==> src/hdl/bisp_pkg.sv <==
`timescale 1ns / 1ps
// ----------------------------------------------------------------------------
// bisp_pkg
// Shared types and constants for the index stream parser: record kinds,
// error codes, register indexes and the record carried through the queue.
// ----------------------------------------------------------------------------
package bisp_pkg;

  // stream widths
  localparam int unsigned BYTE_W     = 8;
  localparam int unsigned KIND_W     = 3;
  localparam int unsigned REF_W      = 31;
  localparam int unsigned BIN_W      = 32;
  localparam int unsigned COUNT_W    = 31;
  localparam int unsigned OFFSET_W   = 64;
  localparam int unsigned ERR_W      = 3;
  localparam int unsigned OUT_DATA_W = 232;

  // configuration port
  localparam int unsigned CFG_INDEX_W = 2;
  localparam int unsigned CFG_DATA_W  = 32;
  localparam logic [CFG_INDEX_W-1:0] CFG_SKIP_ENABLE = 2'd0;
  localparam logic [CFG_INDEX_W-1:0] CFG_SKIP_NUMBER = 2'd1;

  // reset values and file constants
  localparam logic [31:0] MAGIC_WORD      = 32'h0149_4142;
  localparam logic [31:0] SKIP_BIN_RESET  = 32'd37450;
  localparam int unsigned FIFO_DEPTH      = 4;

  // record kinds
  localparam logic [KIND_W-1:0] KIND_BIN_HEADER = 3'd0;
  localparam logic [KIND_W-1:0] KIND_CHUNK      = 3'd1;
  localparam logic [KIND_W-1:0] KIND_INTERVAL   = 3'd2;
  localparam logic [KIND_W-1:0] KIND_REF_DONE   = 3'd3;
  localparam logic [KIND_W-1:0] KIND_INDEX_DONE = 3'd4;
  localparam logic [KIND_W-1:0] KIND_ERROR      = 3'd5;

  // error codes
  localparam logic [ERR_W-1:0] ERR_NONE      = 3'd0;
  localparam logic [ERR_W-1:0] ERR_MAGIC     = 3'd1;
  localparam logic [ERR_W-1:0] ERR_REFS      = 3'd2;
  localparam logic [ERR_W-1:0] ERR_BINS      = 3'd3;
  localparam logic [ERR_W-1:0] ERR_CHUNKS    = 3'd4;
  localparam logic [ERR_W-1:0] ERR_INTERVALS = 3'd5;
  localparam logic [ERR_W-1:0] ERR_EARLY_END = 3'd6;

  // compact record between parser and emitter
  // word_a holds the chunk count or the first offset, word_b the chunk end
  typedef struct packed {
    logic [KIND_W-1:0]   kind;
    logic [REF_W-1:0]    ref_num;
    logic [BIN_W-1:0]    bin_num;
    logic [OFFSET_W-1:0] word_a;
    logic [OFFSET_W-1:0] word_b;
    logic                flag;
    logic [ERR_W-1:0]    err;
  } record_t;

endpackage

==> src/hdl/bisp_parser.sv <==
`timescale 1ns / 1ps
// ----------------------------------------------------------------------------
// bisp_parser
// Front end: takes one byte beat per cycle, assembles little-endian fields,
// walks the nested counts and produces at most one compact record per beat.
// ----------------------------------------------------------------------------
module bisp_parser (
  input  logic                                clk,
  input  logic                                rst,
  // configuration writes
  input  logic                                cfg_we,
  input  logic [bisp_pkg::CFG_INDEX_W-1:0]    cfg_index,
  input  logic [bisp_pkg::CFG_DATA_W-1:0]     cfg_data,
  // byte beats
  input  logic                                beat,
  input  logic [bisp_pkg::BYTE_W-1:0]         data_byte,
  input  logic                                end_of_file,
  // record out
  output logic                                rec_valid,
  output bisp_pkg::record_t                   rec
);

  typedef enum logic [3:0] {
    PH_MAGIC, PH_NREF, PH_NBIN, PH_BIN, PH_NCHUNK,
    PH_CBEG, PH_CEND, PH_NINTV, PH_INTV, PH_DONE, PH_ERROR
  } phase_t;

  phase_t                          phase, phase_next;
  logic [2:0]                      pos, pos_next;
  logic [63:0]                     acc, acc_next;
  logic [30:0]                     refs_left, refs_left_next;
  logic [30:0]                     cur_ref, cur_ref_next;
  logic [30:0]                     bins_left, bins_left_next;
  logic [31:0]                     cur_bin, cur_bin_next;
  logic [30:0]                     chunks_left, chunks_left_next;
  logic [30:0]                     intervals_left, intervals_left_next;
  logic [63:0]                     chunk_start, chunk_start_next;
  logic                            skipping, skipping_next;
  logic                            pending, pending_next;
  logic [bisp_pkg::ERR_W-1:0]      err, err_next;
  logic                            skip_enable;
  logic [31:0]                     skip_number;

  logic [63:0]                     value;
  logic [31:0]                     word;
  logic                            last_byte;
  logic [30:0]                     bins_dec, refs_dec, chunks_dec, intervals_dec;

  // field assembly: current byte placed at its lane
  always_comb begin
    value     = acc | ({56'd0, data_byte} << {pos, 3'b000});
    word      = value[31:0];
    last_byte = (phase == PH_CBEG || phase == PH_CEND || phase == PH_INTV) ?
                (pos == 3'd7) : (pos == 3'd3);
    bins_dec      = bins_left - 31'd1;
    refs_dec      = refs_left - 31'd1;
    chunks_dec    = chunks_left - 31'd1;
    intervals_dec = intervals_left - 31'd1;
  end

  // per-beat parse step
  always_comb begin
    phase_next          = phase;
    pos_next            = pos;
    acc_next            = acc;
    refs_left_next      = refs_left;
    cur_ref_next        = cur_ref;
    bins_left_next      = bins_left;
    cur_bin_next        = cur_bin;
    chunks_left_next    = chunks_left;
    intervals_left_next = intervals_left;
    chunk_start_next    = chunk_start;
    skipping_next       = skipping;
    pending_next        = pending;
    err_next            = err;
    rec_valid           = 1'b0;
    rec                 = '0;
    rec.ref_num         = cur_ref;

    if (beat) begin
      if (phase == PH_ERROR) begin
        rec_valid = 1'b1;
        rec.kind  = bisp_pkg::KIND_ERROR;
        rec.err   = err;
      end else if (pending) begin
        // deferred reference done after the last interval
        pending_next = 1'b0;
        rec_valid    = 1'b1;
        rec.kind     = bisp_pkg::KIND_REF_DONE;
        rec.flag     = (refs_left == 31'd0);
        cur_ref_next = cur_ref + 31'd1;
        if (phase != PH_DONE) begin
          if (end_of_file) begin
            phase_next = PH_ERROR;
            err_next   = bisp_pkg::ERR_EARLY_END;
          end else begin
            acc_next = value;
            pos_next = pos + 3'd1;
          end
        end
      end else if (phase == PH_DONE) begin
        if (end_of_file) begin
          rec_valid = 1'b1;
          rec.kind  = bisp_pkg::KIND_INDEX_DONE;
          rec.flag  = 1'b1;
        end
      end else if (end_of_file) begin
        rec_valid  = 1'b1;
        rec.kind   = bisp_pkg::KIND_ERROR;
        rec.err    = bisp_pkg::ERR_EARLY_END;
        phase_next = PH_ERROR;
        err_next   = bisp_pkg::ERR_EARLY_END;
      end else if (!last_byte) begin
        acc_next = value;
        pos_next = pos + 3'd1;
      end else begin
        // field complete
        acc_next = '0;
        pos_next = '0;
        case (phase)
          PH_MAGIC: begin
            if (word != bisp_pkg::MAGIC_WORD) begin
              rec_valid  = 1'b1;
              rec.kind   = bisp_pkg::KIND_ERROR;
              rec.err    = bisp_pkg::ERR_MAGIC;
              phase_next = PH_ERROR;
              err_next   = bisp_pkg::ERR_MAGIC;
            end else begin
              phase_next = PH_NREF;
            end
          end
          PH_NREF: begin
            if (word[31]) begin
              rec_valid  = 1'b1;
              rec.kind   = bisp_pkg::KIND_ERROR;
              rec.err    = bisp_pkg::ERR_REFS;
              phase_next = PH_ERROR;
              err_next   = bisp_pkg::ERR_REFS;
            end else begin
              refs_left_next = word[30:0];
              phase_next     = (word[30:0] != 31'd0) ? PH_NBIN : PH_DONE;
            end
          end
          PH_NBIN: begin
            if (word[31]) begin
              rec_valid  = 1'b1;
              rec.kind   = bisp_pkg::KIND_ERROR;
              rec.err    = bisp_pkg::ERR_BINS;
              phase_next = PH_ERROR;
              err_next   = bisp_pkg::ERR_BINS;
            end else begin
              bins_left_next = word[30:0];
              phase_next     = (word[30:0] != 31'd0) ? PH_BIN : PH_NINTV;
            end
          end
          PH_BIN: begin
            cur_bin_next  = word;
            skipping_next = skip_enable && (word == skip_number);
            phase_next    = PH_NCHUNK;
          end
          PH_NCHUNK: begin
            if (word[31]) begin
              rec_valid  = 1'b1;
              rec.kind   = bisp_pkg::KIND_ERROR;
              rec.err    = bisp_pkg::ERR_CHUNKS;
              phase_next = PH_ERROR;
              err_next   = bisp_pkg::ERR_CHUNKS;
            end else begin
              chunks_left_next = word[30:0];
              if (word[30:0] != 31'd0) begin
                phase_next = PH_CBEG;
              end else begin
                bins_left_next = bins_dec;
                phase_next     = (bins_dec != 31'd0) ? PH_BIN : PH_NINTV;
              end
              if (!skipping) begin
                rec_valid   = 1'b1;
                rec.kind    = bisp_pkg::KIND_BIN_HEADER;
                rec.bin_num = cur_bin;
                rec.word_a  = {33'd0, word[30:0]};
              end
            end
          end
          PH_CBEG: begin
            chunk_start_next = value;
            phase_next       = PH_CEND;
          end
          PH_CEND: begin
            chunks_left_next = chunks_dec;
            if (chunks_dec != 31'd0) begin
              phase_next = PH_CBEG;
            end else begin
              bins_left_next = bins_dec;
              phase_next     = (bins_dec != 31'd0) ? PH_BIN : PH_NINTV;
            end
            if (!skipping) begin
              rec_valid   = 1'b1;
              rec.kind    = bisp_pkg::KIND_CHUNK;
              rec.bin_num = cur_bin;
              rec.word_a  = chunk_start;
              rec.word_b  = value;
            end
          end
          PH_NINTV: begin
            if (word[31]) begin
              rec_valid  = 1'b1;
              rec.kind   = bisp_pkg::KIND_ERROR;
              rec.err    = bisp_pkg::ERR_INTERVALS;
              phase_next = PH_ERROR;
              err_next   = bisp_pkg::ERR_INTERVALS;
            end else begin
              intervals_left_next = word[30:0];
              if (word[30:0] != 31'd0) begin
                phase_next = PH_INTV;
              end else begin
                // empty interval list closes the reference at once
                refs_left_next = refs_dec;
                phase_next     = (refs_dec != 31'd0) ? PH_NBIN : PH_DONE;
                rec_valid      = 1'b1;
                rec.kind       = bisp_pkg::KIND_REF_DONE;
                rec.flag       = (refs_dec == 31'd0);
                cur_ref_next   = cur_ref + 31'd1;
              end
            end
          end
          PH_INTV: begin
            rec_valid           = 1'b1;
            rec.kind            = bisp_pkg::KIND_INTERVAL;
            rec.word_a          = value;
            intervals_left_next = intervals_dec;
            if (intervals_dec == 31'd0) begin
              refs_left_next = refs_dec;
              phase_next     = (refs_dec != 31'd0) ? PH_NBIN : PH_DONE;
              pending_next   = 1'b1;
            end
          end
          default: begin
            rec_valid  = 1'b1;
            rec.kind   = bisp_pkg::KIND_ERROR;
            rec.err    = bisp_pkg::ERR_EARLY_END;
            phase_next = PH_ERROR;
            err_next   = bisp_pkg::ERR_EARLY_END;
          end
        endcase
      end
    end
  end

  // parser state and configuration registers
  always_ff @(posedge clk) begin
    if (rst) begin
      phase          <= PH_MAGIC;
      pos            <= '0;
      acc            <= '0;
      refs_left      <= '0;
      cur_ref        <= '0;
      bins_left      <= '0;
      cur_bin        <= '0;
      chunks_left    <= '0;
      intervals_left <= '0;
      chunk_start    <= '0;
      skipping       <= 1'b0;
      pending        <= 1'b0;
      err            <= bisp_pkg::ERR_NONE;
      skip_enable    <= 1'b1;
      skip_number    <= bisp_pkg::SKIP_BIN_RESET;
    end else begin
      phase          <= phase_next;
      pos            <= pos_next;
      acc            <= acc_next;
      refs_left      <= refs_left_next;
      cur_ref        <= cur_ref_next;
      bins_left      <= bins_left_next;
      cur_bin        <= cur_bin_next;
      chunks_left    <= chunks_left_next;
      intervals_left <= intervals_left_next;
      chunk_start    <= chunk_start_next;
      skipping       <= skipping_next;
      pending        <= pending_next;
      err            <= err_next;
      if (cfg_we) begin
        if (cfg_index == bisp_pkg::CFG_SKIP_ENABLE) begin
          skip_enable <= cfg_data[0];
        end else if (cfg_index == bisp_pkg::CFG_SKIP_NUMBER) begin
          skip_number <= cfg_data;
        end
      end
    end
  end

endmodule

==> src/hdl/bisp_fifo.sv <==
`timescale 1ns / 1ps
// ----------------------------------------------------------------------------
// bisp_fifo
// Short record queue between the parser and the emitter, with push and pop
// allowed in the same cycle.
// ----------------------------------------------------------------------------
module bisp_fifo #(
  parameter int unsigned WIDTH = 8,
  parameter int unsigned DEPTH = 4
) (
  input  logic             clk,
  input  logic             rst,
  input  logic             push,
  input  logic [WIDTH-1:0] push_data,
  output logic             full,
  input  logic             pop,
  output logic [WIDTH-1:0] pop_data,
  output logic             not_empty
);

  localparam int unsigned PTR_W = (DEPTH > 1) ? $clog2(DEPTH) : 1;
  localparam int unsigned CNT_W = $clog2(DEPTH + 1);
  localparam logic [PTR_W-1:0] LAST_PTR = PTR_W'(DEPTH - 1);
  localparam logic [CNT_W-1:0] FULL_CNT = CNT_W'(DEPTH);

  logic [WIDTH-1:0] mem [DEPTH];
  logic [PTR_W-1:0] wr_ptr, rd_ptr;
  logic [CNT_W-1:0] count;

  assign full      = (count == FULL_CNT);
  assign not_empty = (count != '0);
  assign pop_data  = mem[rd_ptr];

  // storage
  always_ff @(posedge clk) begin
    if (push) begin
      mem[wr_ptr] <= push_data;
    end
  end

  // pointers and fill count
  always_ff @(posedge clk) begin
    if (rst) begin
      wr_ptr <= '0;
      rd_ptr <= '0;
      count  <= '0;
    end else begin
      if (push) begin
        wr_ptr <= (wr_ptr == LAST_PTR) ? '0 : wr_ptr + PTR_W'(1);
      end
      if (pop) begin
        rd_ptr <= (rd_ptr == LAST_PTR) ? '0 : rd_ptr + PTR_W'(1);
      end
      if (push && !pop) begin
        count <= count + CNT_W'(1);
      end else if (pop && !push) begin
        count <= count - CNT_W'(1);
      end
    end
  end

endmodule

==> src/hdl/bisp_emitter.sv <==
`timescale 1ns / 1ps
// ----------------------------------------------------------------------------
// bisp_emitter
// Back end: pops compact records, expands them into the result fields of
// their kind and holds them in the output register until taken.
// ----------------------------------------------------------------------------
module bisp_emitter (
  input  logic                                clk,
  input  logic                                rst,
  input  logic                                rec_valid,
  input  bisp_pkg::record_t                   rec,
  output logic                                rec_pop,
  output logic                                m_tvalid,
  input  logic                                m_tready,
  output logic [bisp_pkg::KIND_W-1:0]         m_tuser,
  output logic [bisp_pkg::OUT_DATA_W-1:0]     m_tdata
);

  logic [bisp_pkg::COUNT_W-1:0]  item_count;
  logic [bisp_pkg::OFFSET_W-1:0] first_offset;
  logic [bisp_pkg::OFFSET_W-1:0] second_offset;
  logic [bisp_pkg::BIN_W-1:0]    bin_number;
  logic [bisp_pkg::OUT_DATA_W-1:0] data_next;

  assign rec_pop = rec_valid && (!m_tvalid || m_tready);

  // expand by kind
  always_comb begin
    item_count    = '0;
    first_offset  = '0;
    second_offset = '0;
    bin_number    = '0;
    case (rec.kind)
      bisp_pkg::KIND_BIN_HEADER: begin
        bin_number = rec.bin_num;
        item_count = rec.word_a[bisp_pkg::COUNT_W-1:0];
      end
      bisp_pkg::KIND_CHUNK: begin
        bin_number    = rec.bin_num;
        first_offset  = rec.word_a;
        second_offset = rec.word_b;
      end
      bisp_pkg::KIND_INTERVAL: begin
        first_offset = rec.word_a;
      end
      default: begin
        item_count = '0;
      end
    endcase
    data_next = {6'd0, rec.err, rec.flag, second_offset, first_offset,
                 item_count, bin_number, rec.ref_num};
  end

  // output register
  always_ff @(posedge clk) begin
    if (rst) begin
      m_tvalid <= 1'b0;
    end else if (rec_pop) begin
      m_tvalid <= 1'b1;
    end else if (m_tready) begin
      m_tvalid <= 1'b0;
    end
  end

  always_ff @(posedge clk) begin
    if (rec_pop) begin
      m_tuser <= rec.kind;
      m_tdata <= data_next;
    end
  end

endmodule

==> src/hdl/bam_index_stream_parser_core.sv <==
`timescale 1ns / 1ps
// ----------------------------------------------------------------------------
// bam_index_stream_parser_core
// Parses a BAM index byte stream into bin, chunk, interval and completion
// records, with a sticky error record after the first fault.
// ----------------------------------------------------------------------------
// Throughput: one byte beat per cycle; the parser state updates once a beat.
// Records: each is queued at the edge that accepts its beat, then loaded into
//   the output register when the emitter pops it from the queue.
// Input stalls only when the record queue is full (FIFO_DEPTH records).
// Reset: synchronous; clears parse state, queue and output valid, and sets
//   the skip registers to enabled and bin 37450.
module bam_index_stream_parser_core #(
  parameter int unsigned FIFO_DEPTH = bisp_pkg::FIFO_DEPTH
) (
  input  logic                                clk,
  input  logic                                rst,
  // configuration
  input  logic                                cfg_we,
  input  logic [bisp_pkg::CFG_INDEX_W-1:0]    cfg_index,
  input  logic [bisp_pkg::CFG_DATA_W-1:0]     cfg_data,
  // byte input
  input  logic                                s_tvalid,
  output logic                                s_tready,
  input  logic [bisp_pkg::BYTE_W-1:0]         s_tdata,   // [7:0] data_byte
  input  logic                                s_tlast,   // end_of_file
  // record output
  output logic                                m_tvalid,
  input  logic                                m_tready,
  output logic [bisp_pkg::KIND_W-1:0]         m_tuser,   // [2:0] record_kind
  // [30:0] reference_number, [62:31] bin_number, [93:63] item_count,
  // [157:94] first_offset, [221:158] second_offset, [222] index_complete,
  // [225:223] error_code, [231:226] zero
  output logic [bisp_pkg::OUT_DATA_W-1:0]     m_tdata
);

  logic              beat;
  logic              fifo_full;
  logic              rec_valid;
  bisp_pkg::record_t rec_in;
  bisp_pkg::record_t rec_out;
  logic              rec_avail;
  logic              rec_pop;

  assign s_tready = !fifo_full;
  assign beat     = s_tvalid && s_tready;

  // front: byte assembly and structure walk
  bisp_parser u_parser (
    .clk         (clk),
    .rst         (rst),
    .cfg_we      (cfg_we),
    .cfg_index   (cfg_index),
    .cfg_data    (cfg_data),
    .beat        (beat),
    .data_byte   (s_tdata),
    .end_of_file (s_tlast),
    .rec_valid   (rec_valid),
    .rec         (rec_in)
  );

  // record queue
  bisp_fifo #(
    .WIDTH ($bits(bisp_pkg::record_t)),
    .DEPTH (FIFO_DEPTH)
  ) u_fifo (
    .clk       (clk),
    .rst       (rst),
    .push      (rec_valid),
    .push_data (rec_in),
    .full      (fifo_full),
    .pop       (rec_pop),
    .pop_data  (rec_out),
    .not_empty (rec_avail)
  );

  // back: record expansion and output register
  bisp_emitter u_emitter (
    .clk       (clk),
    .rst       (rst),
    .rec_valid (rec_avail),
    .rec       (rec_out),
    .rec_pop   (rec_pop),
    .m_tvalid  (m_tvalid),
    .m_tready  (m_tready),
    .m_tuser   (m_tuser),
    .m_tdata   (m_tdata)
  );

endmodule

==> config.mk <==
export PLATFORM = sky130hd
export DESIGN_NAME = bam_index_stream_parser_core
export DESIGN_NICKNAME = d
export VERILOG_FILES = /design/src/hdl/bisp_pkg.sv /design/src/hdl/bisp_parser.sv /design/src/hdl/bisp_fifo.sv /design/src/hdl/bisp_emitter.sv /design/src/hdl/bam_index_stream_parser_core.sv
export SDC_FILE = /design/constraint.sdc
export NUM_CORES = 2
export LEC_CHECK = 0
export BUFFER_PORTS_ARGS = -buffer_cell sky130_fd_sc_hd__buf_2
export CAP_MARGIN = 10
export CORE_ASPECT_RATIO = 2
export CORE_MARGIN = 2
export CORE_UTILIZATION = 25
export DETAILED_ROUTE_END_ITERATION = 6
export GPL_TIMING_DRIVEN = 0
export PLACE_DENSITY = 0.45
export RECOVER_POWER = 25
export SETUP_SLACK_MARGIN = 0.15
export SYNTH_ARGS = -nofsm -noshare
export SYNTH_HDL_FRONTEND = slang
export SYNTH_SLANG_ARGS = --single-unit
==> constraint.sdc <==
create_clock -name clk -period 32.4 [get_ports clk]
set_clock_uncertainty 0.15 [all_clocks]
set_input_delay 1.62 -clock clk [delete_from_list [all_inputs] [get_ports clk]]
set_output_delay 1.62 -clock clk [all_outputs]
set_load 0.005 [all_outputs]
* Word-level counts from Yosys, hierarchy flattened
Memory sizes are Yosys's and may differ from the RTL's. A register that Yosys moved wholly into a read port is not among the register bits.
Cells that the tools add are included.
** Operators by class
- Reductions and logical operators :: 51
- Add/sub/neg operators :: 10
- Shifts and indexed selects :: 1
- Eq/ne operators :: 42
- Muxes and demuxes :: 132
- Bitwise gates (word level) :: 6
** Operators with widths (number)
- 2-to-1 mux 160 bit :: 3
- 2-to-1 mux 64 bit :: 7
- 2-to-1 mux 31 bit :: 14
- 2-to-1 mux 164 bit :: 2
- 2-to-1 mux 161 bit :: 2
- 2-to-1 mux 96 bit :: 2
- one-hot mux 64 bit (3 select lines) :: 1
- one-hot mux 31 bit (3 select lines) :: 2
- one-hot mux 31 bit (2 select lines) :: 2
- nonzero test 31 bit :: 4
- subtractor 31 x 1 -> 31 bit, second input constant :: 4
- 2-to-1 mux 3 bit :: 36
- logical NOT 31 bit :: 3
- 2-to-1 mux 4 bit :: 17
- bitwise OR 64 bit :: 1
- one-hot mux 32 bit (2 select lines) :: 1
- << shifter 8 x 6 -> 64 bit :: 1
- one-hot mux 3 bit (6 select lines) :: 3
- one-hot mux 4 bit (9 select lines) :: 1
- == test 32 bit :: 1
- inequality test 32 x 25 -> 1 bit, second input constant :: 1
- adder 31 x 1 -> 31 bit, second input constant :: 1
- 2-to-1 mux 1 bit :: 31
- AND reduction 8 bit :: 3
- 37 further kinds :: 99
** Storage, ports and cells
- Memories :: 1
- Logic and storage cells :: 268
- RAM bits :: 792
- Output and inout port bits :: 237
- Register bits after elaboration :: 597
** Memory list
- u_fifo.mem :: depth 4, width 198, read ports 1, clocked after memory_dff 1, wr ports 1, line bisp_fifo.sv:26 : logic [WIDTH-1:0] mem [DEPTH];

* Logic depth before layout (Yosys ltp)
- Depth after elaboration :: 16
- Mapped depth :: 16

* Cells and area by module
A second synthesis with hierarchy kept.
** Second synthesis, totals
- Cells, all modules :: 4525
- Area, all modules :: 58628.7 sq um
** Modules (own cells, without submodules)
- bisp_fifo :: instances 1, cells an instance 1078, area an instance 28989.1 sq um
- bisp_parser :: instances 1, cells an instance 2952, area an instance 21242.9 sq um
- bisp_emitter :: instances 1, cells an instance 493, area an instance 8386.8 sq um
- bam_index_stream_parser_core :: instances 1, cells an instance 2, area an instance 10.0 sq um

* Worst setup path after synthesis
No wires, ideal clock.
- Path type :: input -> register
- Start point :: input m_tready
- End point :: register u_fifo.count[2]
- Stages on the path :: 9
- Setup time :: 0.070 ns
- Required time :: 32.180 ns
- Arrival time :: 15.116 ns
- Path buffers :: 0
- Setup slack :: 17.064 ns
- Cell sequence :: inv_1 > a21oi_1 > inv_1 > ha_1 > inv_1 > fa_1 > xor2_1 > or3_1 > a21oi_1
** On the way
- Longest elaborated chain between the ends :: 5
- Elaborated cells between the ends (all ways) :: 7
** RTL lines
- start: declaration :: line bam_index_stream_parser_core.sv:29 : input logic m_tready,
- logical OR 1 bit * :: line bisp_emitter.sv:25 : assign rec_pop = rec_valid && (!m_tvalid || m_tready);
- logical AND 1 bit * :: line bisp_emitter.sv:25
- named net rec_pop :: line bam_index_stream_parser_core.sv:43 : logic rec_pop;
- logical NOT 1 bit :: line bisp_fifo.sv:54 : if (push && !pop) begin
- logical AND 1 bit :: line bisp_fifo.sv:54
- 2-to-1 mux 3 bit / nonzero test 2 bit (equally long branches)
- end signal: assignment :: line bisp_fifo.sv:55 : count <= count + CNT_W'(1);
- end signal: assignment :: line bisp_fifo.sv:57 : count <= count - CNT_W'(1);
- end: declaration :: line bisp_fifo.sv:28 : logic [CNT_W-1:0] count;
The timed path passes the listed nets; every way through them passes the cells marked *.
A chain may end at the register's enable or synchronous reset.

* Worst setup path after layout
- Start point :: input m_tready
- End point :: register u_emitter.m_tdata[35] (netlist bit) (enable)
** On the way
- Longest elaborated chain between the ends :: 2
** RTL lines
- logical OR 1 bit :: line bisp_emitter.sv:25
- logical AND 1 bit :: line bisp_emitter.sv:25
- named net rec_pop :: line bam_index_stream_parser_core.sv:43
- end signal: assignment :: line bisp_emitter.sv:68 : m_tdata <= data_next;
- end: declaration :: line bisp_emitter.sv:16 : output logic [bisp_pkg::OUT_DATA_W-1:0] m_tdata
The timed path passes the listed nets, and every way through them passes these cells.

==> impl_summary.txt <==
----------------------------------------------------
[Critical path]
  Cell depth of the worst flop-to-flop path ... 6
  Setup crit start kind ... primary input
  Critical path capture point type ... flop
  Worst reg2reg path endpoint ... u_emitter.m_tdata[35]
  Largest incremental delay on the critical path ... 1460 ps
  Data arrival time of the critical path ... 7790 ps
  Worst R2R Start ... u_fifo.count[0]
  Start-to-end type of the worst setup path ... primary input to flop
  Required time of the worst setup path ... 32,640 ps
  Sequence of cells on the critical path ... buf_2, inv_1, a21oi_1, clkbuf_1, clkbuf_1, clkbuf_1, clkbuf_1
  Cell with the most instances on the worst path ... clkbuf_1
  Slowest cell on crit path ... a21oi_1
  Worst-path maximum fanout ... 28
  Slack of the worst reg-to-reg path ... 25,240 ps

[Clock tree]
  Clk root buf ... clkbuf_16
  Hold bufs inserted after CTS ... 0
  Insertion delay of the later-clocked pin in the worst-skew pair ... 830 ps
  CTS clk-pin slew, worst paths ... 70 ps
  Buffers from clock root to sink, at most ... 4
  Number of sinks handled by clock tree synthesis ... 1,391
  Number of buffers created by CTS ... 139
  Resize count post-CTS ... 0
  Total setup buffers inserted after CTS ... 0
  H-tree lvl count ... 4
  TritonCTS clock tree ... yes

[Routing]
  Count of nets left with antenna violations after detail routing ... 0
  Final wirelength ... 204,000 µm
  DRC violation total after the first TritonRoute iteration ... 3,003
  First-pass detailed-route iteration total ... 7
  Average detailed-routed wire length per instance ... 25.6 µm
  DRC viols ... 3
  Routed vias ... 38,900
  Vias per std cell ... 4.87

[Placement]
  Cells after DPL ... 7,740
  Area after DPL ... 64,100 µm²
  Placed wire-length estimate after detailed placement ... 148,000 µm
  Placer Congestion ... 0.931
  Number of port buffers ... 274

[Final layout]
  Reg area ... 38,100 µm²
  Final design area excluding fillers ... 68,100 µm²
  Area grow syn2layout ... 18.1%
  Fraction of final layout cells with drive strength greater than 1 ... 13.7%
  Filler-free cell count of the finished design ... 7,984
  Number of nets at the end of the flow ... 4,935
  Number of fill cells in the layout ... 23,500
  Area used by multi-input combinational logic ... 18,300 µm²

[Synth]
  Summed instance area of the synthesized netlist ... 57,700 µm²
  Yosys warning count ... 0
  Synthesized area per cell ... 13.1 µm²
  Top cells by area, synth ... edfxtp_1 (53%), dfxtp_1 (13%), mux4_2 (7.7%)
  Library cells used by synthesis ... 87
  Proportion of netlist area held by the largest area contributor ... 53.2%
  Synthesized netlist cell count ... 4,395
  Most frequently used flop master after synthesis ... edfxtp_1
  Yosys reg bits ... 1,391
  Number of enable flip-flop cells after synthesis ... 1,021
  Ys async rst share ... 0%
  Cell taking the most area after synthesis ... edfxtp_1
  Sequential area share after synthesis ... 66.0%

[Timing]
  Final-layout setup total negative slack ... 0 ps
  Hold Violations, Final ... 0
  Worst slack on hold paths ... 306 ps
  Worst slew margin relative to its limit ... -29.5%
  Crit path time final ... 7550 ps
  Setup repair after global routing missed its margin ... no
  Final Cycle Share ... 23.3%
  # setup viols final ... 0
  Count of final max-slew check failures ... 98
  Worst Tran Pin Value ... 1940 ps
  Max Clock Freq ... 0.133 GHz

[Min path]
  Hold Crit Endpoint ... u_parser.err[1]
  Worst hold path type ... flop to flop
  Critical hold path startpoint ... u_parser.err[1]
  Depth of the worst hold-timing path ... 2

[GRT]
  Vias in the first global route ... 39,400
  Global-route met2 utilization ... 31.0%
  Largest net degree at the start of global routing ... 52
  Met1 Track Usage GR ... 18.3%
  Global-route wire length before repair ... 288,000 µm
  Gr ovfl total ... 0
  GR Util met3 ... 2.58%
  Initial antenna violation count ... 18
  Most heavily used metal layer in global routing ... met2
  GRT Util Overall ... 17.0%

[Power]
  Switching power ... 1.44 mW
  Share of power burned in registers ... 45.7%
  Clock Power Share ... 32.6%
  Cell area power density ... 72.4 nW/µm²
  Sw Ratio ... 29.3%
  Combinational power share ... 21.7%
  Peak supply drop ... 0.0342 mV
  Internal power ... 3.49 mW
  P_leak ... 22.3 nW

[Floorplanning]
  Number of placement rows ... 249
  Standard cell core area ... 230,000 µm²
  IO Pins ... 285
  Die footprint ... 235,000 µm²
  Chip width ... 344 µm
  Die H ... 683 µm
  Initial cell density of the core ... 25.1%

[Run status]
  Violated checks ... DRC, capacitance limit, slew limit
  Run status ... finished, violations left

[Run]
  Number of maximum-capacitance constraint violations ... 6

----------------------------------------------------
sequential cells by signal (all words and copies together), names as in the netlist, named ones only:
signal,flops
u_parser.pending,1
u_parser.intervals_left,31
u_parser.acc,64
u_fifo.mem,792
u_parser.chunk_start,64
u_parser.chunks_left,31
u_parser.skip_enable,1
u_parser.skip_number,32
u_emitter.m_tdata,226
u_parser.phase,4
u_fifo.wr_ptr,2
u_parser.cur_bin,32
u_parser.cur_ref,31
u_parser.pos,3
u_fifo.count,3
u_emitter.m_tuser,3
u_fifo.rd_ptr,2
u_emitter.m_tvalid,1
u_parser.err,3
u_parser.refs_left,31
u_parser.bins_left,31
u_parser.skipping,1
layout by cell type, fill, tap and decap left out, types with 80 or more instances in the layout:
cell | synthesis | layout
nor2_1 | 574 | 573
clkbuf_1 | 263 | 426
mux4_2 | 198 | 198
o21ai_0 | 149 | 149
buf_2 | 13 | 159
a211oi_1 | 116 | 116
dfxtp_1 | 370 | 370
and3_1 | 86 | 86
nor3_1 | 81 | 80
nand2_1 | 261 | 261
and2_1 | 139 | 128
a21oi_1 | 330 | 309
edfxtp_1 | 1021 | 1021
clkbuf_16 | 0 | 142
routing by layer:
layer | vias up | wire [µm] | part of all wire [%]
li1 | 17500 | - | -
met1 | 19600 | 73800 | 36
met2 | 1231 | 107000 | 52
met3 | 471 | 9570 | 4.7
met4 | 12 | 13600 | 6.7
met5 | - | 78 | 0.038
worst max-delay path: cells and delay by family:
family	cells	cell delay (ps)
AOI/OAI and AO/OA	1	1460
buffers and inverters	6	4640
worst max-delay path by stage:
stage | endpoint | startpoint | cells after the start | slack (ps)
4_1_cts | u_fifo.mem[1][27] | s_tdata[1] | 13 | 25900
2_1_floorplan | u_fifo.count[2] | m_tready | 9 | 17060
3_3_place_gp | u_fifo.count[2] | m_tready | 10 | 8840
6_report | u_emitter.m_tdata[35] | m_tready | 7 | 24850
3_5_place_dp | u_fifo.mem[1][138] | s_tdata[1] | 13 | 25080
5_1_grt | u_emitter.m_tdata[36] | m_tready | 7 | 23860
cells in the mapped netlist (58+ instances only):
cell	n
o21ai_0	149
a21oi_1	330
and3_1	86
nor2_1	574
and2_1	139
mux4_2	198
xnor2_1	58
nand2_1	261
nor3_1	81
a22oi_1	65
edfxtp_1	1021
clkbuf_1	263
a211oi_1	116
dfxtp_1	370
area by class of cell:
type / instances / share of cell area [%]
tap: 3012 / 5.54
buffer: 326 / 1.90
clock buffer: 171 / 5.48
multi-input combinational: 2646 / 27.0
sequential: 1391 / 55.9
antenna: 5 / 0.0184
clock inverter: 68 / 0.923
inverter: 37 / 0.204
timing repair buffer: 328 / 3.05
metrics by stage:
step	worst slack, ps	power [mW]	utilization (%)
CTS	25900	5.08	29.8
global route	23860	5.14	29.6
detailed placement	25080	3.45	27.9
floorplan	17060	2.93	-
global placement	8840	3.53	27.4
finish	24850	4.93	29.6
cells by family after synthesis:
kind of cell | synth area share [%]
compound gates | 9.16
other cells | 0.00650
fa+ha+maj | 0.404
flops | 66.0
mux | 7.93
buf+inv | 2.48
xor+xnor | 1.37
simple gates | 12.6
power by group through the flow:
stage | sequential, mW | combinational, mW | clock [mW]
6_report | 2.25 | 1.07 | 1.61
4_1_cts | 2.25 | 1.17 | 1.66
3_3_place_gp | 2.42 | 1.11 | 0
2_1_floorplan | 2.36 | 0.565 | 0
3_5_place_dp | 2.28 | 1.17 | 0
5_1_grt | 2.27 | 1.17 | 1.71
(Power assumes the default switching activity.)
